## src/design/ilst_pkg.sv

```systemverilog
// Shared types, codes and sizes for the indexed list store.
package ilst_pkg;

  localparam int DEPTH = 16;
  localparam int WIDTH = 32;

  // Field widths fixed by the interface
  localparam int CMD_W  = 4;
  localparam int IDXF_W = 5;
  localparam int VAL_W  = 32;
  localparam int ST_W   = 3;
  localparam int POSF_W = 4;
  localparam int CNTF_W = 5;

  // Internal widths follow the depth
  localparam int CNT_W = $clog2(DEPTH + 1);
  localparam int IDX_W = $clog2(DEPTH);
  localparam int CW    = (CNT_W > IDXF_W) ? CNT_W : IDXF_W;

  localparam logic [CMD_W-1:0] CMD_PUSH_BACK  = 4'd0;
  localparam logic [CMD_W-1:0] CMD_PUSH_FRONT = 4'd1;
  localparam logic [CMD_W-1:0] CMD_POP_BACK   = 4'd2;
  localparam logic [CMD_W-1:0] CMD_INSERT     = 4'd3;
  localparam logic [CMD_W-1:0] CMD_REMOVE     = 4'd4;
  localparam logic [CMD_W-1:0] CMD_SET        = 4'd5;
  localparam logic [CMD_W-1:0] CMD_GET        = 4'd6;
  localparam logic [CMD_W-1:0] CMD_FIND       = 4'd7;
  localparam logic [CMD_W-1:0] CMD_CLEAR      = 4'd8;
  localparam logic [CMD_W-1:0] CMD_FRONT      = 4'd9;
  localparam logic [CMD_W-1:0] CMD_BACK       = 4'd10;

  localparam logic [ST_W-1:0] ST_OK    = 3'd0;
  localparam logic [ST_W-1:0] ST_RANGE = 3'd1;
  localparam logic [ST_W-1:0] ST_EMPTY = 3'd2;
  localparam logic [ST_W-1:0] ST_FULL  = 3'd3;
  localparam logic [ST_W-1:0] ST_MISS  = 3'd4;

  typedef enum logic [1:0] {
    CELL_HOLD,
    CELL_LOAD,
    CELL_LEFT,
    CELL_RIGHT
  } cell_op_t;

  typedef struct packed {
    cell_op_t op;
    logic     cmp_en;
  } cell_ctrl_t;

  typedef struct packed {
    logic [CMD_W-1:0]  command;
    logic [IDXF_W-1:0] index;
    logic [VAL_W-1:0]  value;
  } cmd_t;

  typedef struct packed {
    logic [ST_W-1:0]   status;
    logic [VAL_W-1:0]  data;
    logic [POSF_W-1:0] found_position;
    logic [CNTF_W-1:0] count;
  } rsp_t;

  // Mask an interface value down to an element
  function automatic logic [WIDTH-1:0] to_elem(input logic [VAL_W-1:0] v);
    logic [63:0] wide;
    wide = 64'(v);
    return wide[WIDTH-1:0];
  endfunction

  // Widen or cut an element to the interface data field
  function automatic logic [VAL_W-1:0] to_data(input logic [WIDTH-1:0] e);
    logic [63:0] wide;
    wide = 64'(e);
    return wide[VAL_W-1:0];
  endfunction

endpackage

```

## src/design/ilst_cell.sv

```systemverilog
// One storage cell of the list row: holds an element and its match flag.
module ilst_cell
  import ilst_pkg::*;
(
  input  logic             clk,
  input  cell_ctrl_t       ctrl,
  input  logic [WIDTH-1:0] load_value,
  input  logic [WIDTH-1:0] cmp_value,
  input  logic [WIDTH-1:0] left_data,
  input  logic [WIDTH-1:0] right_data,
  output logic [WIDTH-1:0] data,
  output logic             match
);

  logic [WIDTH-1:0] data_next;

  always_comb begin
    unique case (ctrl.op)
      CELL_LOAD:  data_next = load_value;
      CELL_LEFT:  data_next = left_data;
      CELL_RIGHT: data_next = right_data;
      default:    data_next = data;
    endcase
  end

  always_ff @(posedge clk) begin
    data <= data_next;
    // capture the compare against the contents seen at command transfer
    if (ctrl.cmp_en) begin
      match <= (data == cmp_value);
    end
  end

endmodule

```

## src/design/indexed_list_store_core.sv

```systemverilog
// Top level of the indexed list store: command control over a row of cells.
//
//  channel | valid     | stall     | payload | direction
//  --------+-----------+-----------+---------+----------
//  command | cmd_valid | cmd_stall | cmd     | in
//  result  | rsp_valid | rsp_stall | rsp     | out
//
// The transfer cycle latches each command and lets every cell compare its
// element with the value; once the result register is free to be written, the
// control shifts, loads or reads the cell row and writes the result register.
// No new command is taken while one is pending.
// Reset clears the count, the busy flag and the result valid; the cells are
// left as they are.
// A stalled result holds the pending command, and with it the command input.
module indexed_list_store_core
  import ilst_pkg::*;
(
  input  logic clk,
  input  logic rst,
  input  logic cmd_valid,
  output logic cmd_stall,
  input  cmd_t cmd,
  output logic rsp_valid,
  input  logic rsp_stall,
  output rsp_t rsp
);

  cmd_t             cmd_r;
  logic             busy;
  logic [CNT_W-1:0] count_r;
  logic [CNT_W-1:0] count_next;

  cell_ctrl_t       ctrl      [DEPTH];
  logic [WIDTH-1:0] cell_data [DEPTH];
  logic [WIDTH-1:0] left_in   [DEPTH];
  logic [WIDTH-1:0] right_in  [DEPTH];
  logic [DEPTH-1:0] match;

  logic             accept;
  logic             exec;
  logic [WIDTH-1:0] load_value;
  logic [WIDTH-1:0] cmp_value;
  logic [CW-1:0]    c;
  logic [CW-1:0]    p;
  logic [CW-1:0]    last;
  logic             full;
  logic             empty;
  logic             ins_en;
  logic             rem_en;
  logic             set_en;
  logic [CW-1:0]    op_pos;
  logic [ST_W-1:0]  st;
  logic [VAL_W-1:0] d;
  logic [IDX_W-1:0] find_pos;
  logic             find_hit;
  rsp_t             rsp_next;

  assign cmd_stall = busy;
  assign accept    = cmd_valid && !cmd_stall;
  assign exec      = busy && (!rsp_valid || !rsp_stall);

  assign load_value = to_elem(cmd_r.value);
  assign cmp_value  = to_elem(cmd.value);

  assign c     = CW'(count_r);
  assign p     = CW'(cmd_r.index);
  assign last  = c - CW'(1);
  assign full  = (c == CW'(DEPTH));
  assign empty = (c == '0);

  // First match among held entries, lowest position wins
  always_comb begin
    find_hit = 1'b0;
    find_pos = '0;
    for (int i = DEPTH - 1; i >= 0; i--) begin
      if (match[i] && (CW'(i) < c)) begin
        find_hit = 1'b1;
        find_pos = IDX_W'(i);
      end
    end
  end

  always_comb begin
    st         = ST_OK;
    d          = '0;
    count_next = count_r;
    ins_en     = 1'b0;
    rem_en     = 1'b0;
    set_en     = 1'b0;
    op_pos     = p;
    unique case (cmd_r.command)
      CMD_PUSH_BACK: begin
        op_pos = c;
        if (full) st = ST_FULL;
        else ins_en = 1'b1;
      end
      CMD_PUSH_FRONT: begin
        op_pos = '0;
        if (full) st = ST_FULL;
        else ins_en = 1'b1;
      end
      CMD_POP_BACK: begin
        if (empty) begin
          st = ST_EMPTY;
        end else begin
          d          = to_data(cell_data[last[IDX_W-1:0]]);
          count_next = count_r - CNT_W'(1);
        end
      end
      CMD_INSERT: begin
        if (p > c) st = ST_RANGE;
        else if (full) st = ST_FULL;
        else ins_en = 1'b1;
      end
      CMD_REMOVE: begin
        if (p >= c) begin
          st = ST_RANGE;
        end else begin
          rem_en     = 1'b1;
          count_next = count_r - CNT_W'(1);
        end
      end
      CMD_SET: begin
        if (p >= c) st = ST_RANGE;
        else set_en = 1'b1;
      end
      CMD_GET: begin
        if (p >= c) st = ST_RANGE;
        else d = to_data(cell_data[p[IDX_W-1:0]]);
      end
      CMD_FIND: begin
        if (!find_hit) st = ST_MISS;
      end
      CMD_CLEAR: begin
        count_next = '0;
      end
      CMD_FRONT: begin
        if (empty) st = ST_EMPTY;
        else d = to_data(cell_data[0]);
      end
      CMD_BACK: begin
        if (empty) st = ST_EMPTY;
        else d = to_data(cell_data[last[IDX_W-1:0]]);
      end
      default: begin
      end
    endcase
    if (ins_en) count_next = count_r + CNT_W'(1);
  end

  always_comb begin
    rsp_next.status = st;
    rsp_next.data   = d;
    rsp_next.count  = CNTF_W'(count_next);
    if (cmd_r.command == CMD_FIND && find_hit) begin
      rsp_next.found_position = POSF_W'(find_pos);
    end else begin
      rsp_next.found_position = '0;
    end
  end

  // Per-cell moves: open a gap and load on insert, close it on remove, load in place on set
  always_comb begin
    for (int i = 0; i < DEPTH; i++) begin
      ctrl[i].cmp_en = accept;
      ctrl[i].op     = CELL_HOLD;
      if (exec) begin
        if ((ins_en || set_en) && CW'(i) == op_pos) begin
          ctrl[i].op = CELL_LOAD;
        end else if (ins_en && CW'(i) > op_pos && CW'(i) <= c) begin
          ctrl[i].op = CELL_LEFT;
        end else if (rem_en && CW'(i) >= op_pos && (CW'(i) + CW'(1)) < c) begin
          ctrl[i].op = CELL_RIGHT;
        end
      end
    end
  end

  for (genvar g = 0; g < DEPTH; g++) begin : g_cell
    if (g == 0) begin : g_first
      assign left_in[g] = load_value;
    end else begin : g_mid
      assign left_in[g] = cell_data[g-1];
    end
    if (g == DEPTH - 1) begin : g_last
      assign right_in[g] = cell_data[g];
    end else begin : g_body
      assign right_in[g] = cell_data[g+1];
    end

    ilst_cell u_cell (
      .clk        (clk),
      .ctrl       (ctrl[g]),
      .load_value (load_value),
      .cmp_value  (cmp_value),
      .left_data  (left_in[g]),
      .right_data (right_in[g]),
      .data       (cell_data[g]),
      .match      (match[g])
    );
  end

  always_ff @(posedge clk) begin
    if (rst) begin
      busy      <= 1'b0;
      rsp_valid <= 1'b0;
      count_r   <= '0;
    end else begin
      if (accept) begin
        busy <= 1'b1;
      end else if (exec) begin
        busy <= 1'b0;
      end
      if (exec) begin
        rsp_valid <= 1'b1;
        count_r   <= count_next;
      end else if (!rsp_stall) begin
        rsp_valid <= 1'b0;
      end
    end
  end

  always_ff @(posedge clk) begin
    if (accept) begin
      cmd_r <= cmd;
    end
    if (exec) begin
      rsp <= rsp_next;
    end
  end

  // a pending result always matches the held count
  a_rsp_count: assert property (@(posedge clk) disable iff (rst)
    rsp_valid |-> (rsp.count == CNTF_W'(count_r)))
    else $error("result count differs from held count");

  // a full report leaves the list full, an empty report leaves it empty
  a_full_status: assert property (@(posedge clk) disable iff (rst)
    (rsp_valid && rsp.status == ST_FULL) |-> (count_r == CNT_W'(DEPTH)))
    else $error("full status with room left");

  a_empty_status: assert property (@(posedge clk) disable iff (rst)
    (rsp_valid && rsp.status == ST_EMPTY) |-> (count_r == '0))
    else $error("empty status with entries held");

  // a pending command with a free result slot completes on the next edge
  a_exec: assert property (@(posedge clk) disable iff (rst)
    (busy && !rsp_valid) |=> (rsp_valid && !busy))
    else $error("pending command did not complete");

endmodule
```

## config.mk

```make
export PLATFORM = sky130hd
export DESIGN_NAME = indexed_list_store_core
export DESIGN_NICKNAME = d
export VERILOG_FILES = /design/src/design/ilst_pkg.sv /design/src/design/ilst_cell.sv /design/src/design/indexed_list_store_core.sv
export SDC_FILE = /design/constraint.sdc
export NUM_CORES = 2
export LEC_CHECK = 0
export BUFFER_PORTS_ARGS = -buffer_cell sky130_fd_sc_hd__buf_2
export CAP_MARGIN = 15
export CORE_UTILIZATION = 35
export CTS_BUF_LIST = sky130_fd_sc_hd__clkbuf_4
export CTS_CLUSTER_SIZE = 8
export DETAILED_ROUTE_END_ITERATION = 12
export HOLD_SLACK_MARGIN = 0.08
export PLACE_DENSITY = 0.6
export SLEW_MARGIN = 20
export SYNTH_ARGS = -nofsm -noshare
export SYNTH_HDL_FRONTEND = slang
export SYNTH_SLANG_ARGS = --single-unit
```

## constraint.sdc

```tcl
create_clock -name clk -period 6.7 [get_ports clk]
set_input_delay 1.34 -clock clk [delete_from_list [all_inputs] [get_ports clk]]
set_output_delay 1.34 -clock clk [all_outputs]
set_load 0.02 [all_outputs]
```

==> impl_metrics.yaml <==
critical_path:
  endpoint_kind: "flop"
  cp_data_arrival_time_ns: 5.68
  r2r_slack_ns: 1.92
  cp_max_fo: 32
  cp.required_ns: 7.60
  cp-start-kind: "flop"
  reg2reg_to: "g_cell[8].u_cell.data[25]$_DFFE_PP_"
  crit_top_cell: "buf_4"
  ff2ff_path_depth: 10
  cp_slowest_cell: "or3_2"
  cp_slowest_stage_delay_ns: 0.83
  cp_num_buf_inv: 3
  critPathLaunch: "c[4]$_SDFFE_PP0P_"
  cp_cell_sequence: "buf_4 > clkinv_1 > ha_1 > and4_1 > a2111o_1 > or3_1 > or3_2 > a21oi_4 > buf_4 > mux2i_1"
  cp_num_cells: 10
  reg2reg_from: "c[4]$_SDFFE_PP0P_"
  critPathKind: "reg2reg"
  crit_family: "simple AND/OR/NAND/NOR gates"
logic_synthesis:
  synth-main-ff-cell: "edfxtp_1"
  synth_top_area_share_pct: 41.4
  netlist_area_um2: 44400
  synth_area_leader_cell: "edfxtp_1"
  synth-seq-area-share_pct: 41.7
  synthCells: 3633
  syn_avg_cell_area_um2: 12.2
  yosys_warnings: 0
  synth_seq_cells: 620
  synth.area.top_cells: "edfxtp_1 41%, mux4_2 15%, xor2_1 10%"
  ys_async_sr_fraction_pct: 0
  synth_fp_nets: 3689
  synth_cell_type_count: 81
  synth_edf_count: 613
layout:
  nFillCells: 12084
  drive_gt1_share_pct: 23.5
  final_common_cell: "edfxtp_1"
  most-common-layout-cells: "613 x edfxtp_1, 513 x xor2_1, 292 x mux2i_1"
  area_growth_pct: 10.4
  final_nets: 3684
  final_area_um2: 49000
floorplan:
  core_um2: 126000
  die_area_um2: 128000
  die-width_um: 358
  start_util_pct: 35.3
  die_h_um: 358
  fp-row-count: 130
  ioPinCount: 91
clock_tree:
  clock_path_buffers: 3
  cts.clk_slew.worst_paths_ns: 0.06
  cts_setup_buffers: 0
  htree_levels: 4
  post_cts_resized: 0
  cts_num_sinks: 620
  cts_hold_buf: 0
  root_buffer: "clkbuf_4"
  numCtsBuffers: 182
  clkLatencyLatePin_ns: 1.25
  cts_tree: "done"
power:
  powerDensity_nw_per_um2: 205
  total_power_mw: 10.1
  ir_worst_vdd_v: 0.000150
  leakage_nw: 15.7
timing:
  fmax_ghz: 0.209
  worst_pin_slew_ns: 1.32
  rsz0062_at_grt: "no"
  setup_slack_ns: 1.92
  period_needed_ns: 4.78
  finalCritPeriodShare_pct: 71.3
  slew_violations: 0
  hold_viol: 0
  setup_tns_ns: 0
  setup_viol: 0
  skew_ns: 0.0696
  slew_headroom_pct: 11.3
hold_path:
  hold_path_end: "cmd_r[37]$_DFFE_PP_"
  whs_path_depth: 1
  min_from: "cmd[37]"
  min_path_type: "in2reg"
grt:
  globalRouteOverflowTotal: 0
  grt_pass1_vias: 35506
  grt_max_degree: 97
  antenna_found_initial: 23
  track_usage_pct: 34.5
  grt_pass1_wl_mm: 306
placed_design:
  placed_area_um2: 46700
  dp_slack_ns: 2.09
  dp_hpwl_mm: 155
  gp_congestion: 1.17
  portBuffers: 90
route:
  ant_nets: 0
  vias: 39144
  drt-total-wl_mm: 226
  wl_per_cell_um: 41.6
  dr.pass1.iters: 7
  routed_via_density: 7.21
  dr.first_iter.drc_count: 7409
  drc: 0
status:
  outcome: "completed"
run:
  cap_violations: 0
==> final cells by class <==
class	instances	area, um^2	share of cell area, %
clock inverter	53	275	0.561
tap	1650	2060	4.21
multi-input combinational	2555	24500	49.9
inverter	76	288	0.587
antenna	11	27.5	0.0561
timing repair buffer	193	1340	2.72
clock buffer	271	2030	4.15
sequential	620	18600	37.8
==> stage by stage <==
step | std cells | utilization (%) | hold WS, ns
after floorplan | 3633 | - | 0.592
after global placement | 5094 | 37.1 | 0.500
after detailed placement | 5094 | 37.1 | 0.505
after CTS | 5418 | 39.0 | 0.222
after global routing | 5424 | 39.0 | 0.277
final | 5429 | 39.0 | 0.305
==> metal layers <==
metal  GRT usage [%]  share of wire (%)  vias up
met3            13.9                 16      911
met5           0.185              0.097        -
met4            20.4                7.5       32
met1            43.5                 35    19486
li1                -                  -    14734
met2            49.5                 41     3981
==> cells in the mapped netlist (all sizes together) (5+ instances only) <==
library cell and instances:
o32ai 5, inv 75, mux4 288, mux2i 292, nand4 43, or3 7, a211o 5, a211oi 37
o31ai 101, o211ai 6, clkbuf 253, edfxtp 613, nor4 142, a22o 33, a31oi 13, o21ai 95
a21oi 197, nor2 89, mux2 34, nand2 82, a21o 9, nand3 22, nor3 23, nor2b 73
buf 129, xor2 513, nand2b 7, ha 11, a22oi 132, dfxtp 7, and3 7, a221o 224
==> worst reg2reg max path: stages (launching register included) <==
cell and delay [ns]:
dfxtp_1 0.31, buf_4 0.27, clkinv_1 0.40, ha_1 0.50
and4_1 0.25, a2111o_1 0.46, or3_1 0.35, or3_2 0.83
a21oi_4 0.24, buf_4 0.67, mux2i_1 0.21
==> logic make-up after synthesis <==
kind of cell | after synthesis | synth area share (%)
AOI/OAI and AO/OA | 900 | 15.2
xor gates and xnor gates | 515 | 10.2
adders and majority gates | 11 | 0.310
buffers and inverters | 458 | 4.21
DFF | 620 | 41.7
muxes | 614 | 22.0
and+or+nand+nor | 515 | 6.38
==> worst max-delay path by stage <==
stage / to / slack, ns
floorplan: g_cell[12].u_cell.data[0]$_DFFE_PP_ / 0.70
global placement: g_cell[14].u_cell.data[3]$_DFFE_PP_ / 2.15
detailed placement: g_cell[8].u_cell.data[25]$_DFFE_PP_ / 2.09
CTS: g_cell[8].u_cell.data[11]$_DFFE_PP_ / 2.04
global route: g_cell[14].u_cell.data[5]$_DFFE_PP_ / 1.71
finish: g_cell[8].u_cell.data[25]$_DFFE_PP_ / 1.92
==> report_power, final <==
part | internal, mW | leakage (nW) | total [mW] | switching, mW
combinational | 0.650 | 8.72 | 1.86 | 1.21
clock | 1.89 | 1.38 | 3.84 | 1.95
sequential | 4.33 | 5.64 | 4.38 | 0.0525
==> registers in the layout (all words and copies together), names as in the netlist, 4 cells and up <==
name,cells
g_cell.u_cell.data,512
rsp,44
load_value,32
g_cell.u_cell.match,16
c,5
p,5
cmd_r,4
No activity file was read; power rests on OpenSTA's default activity.
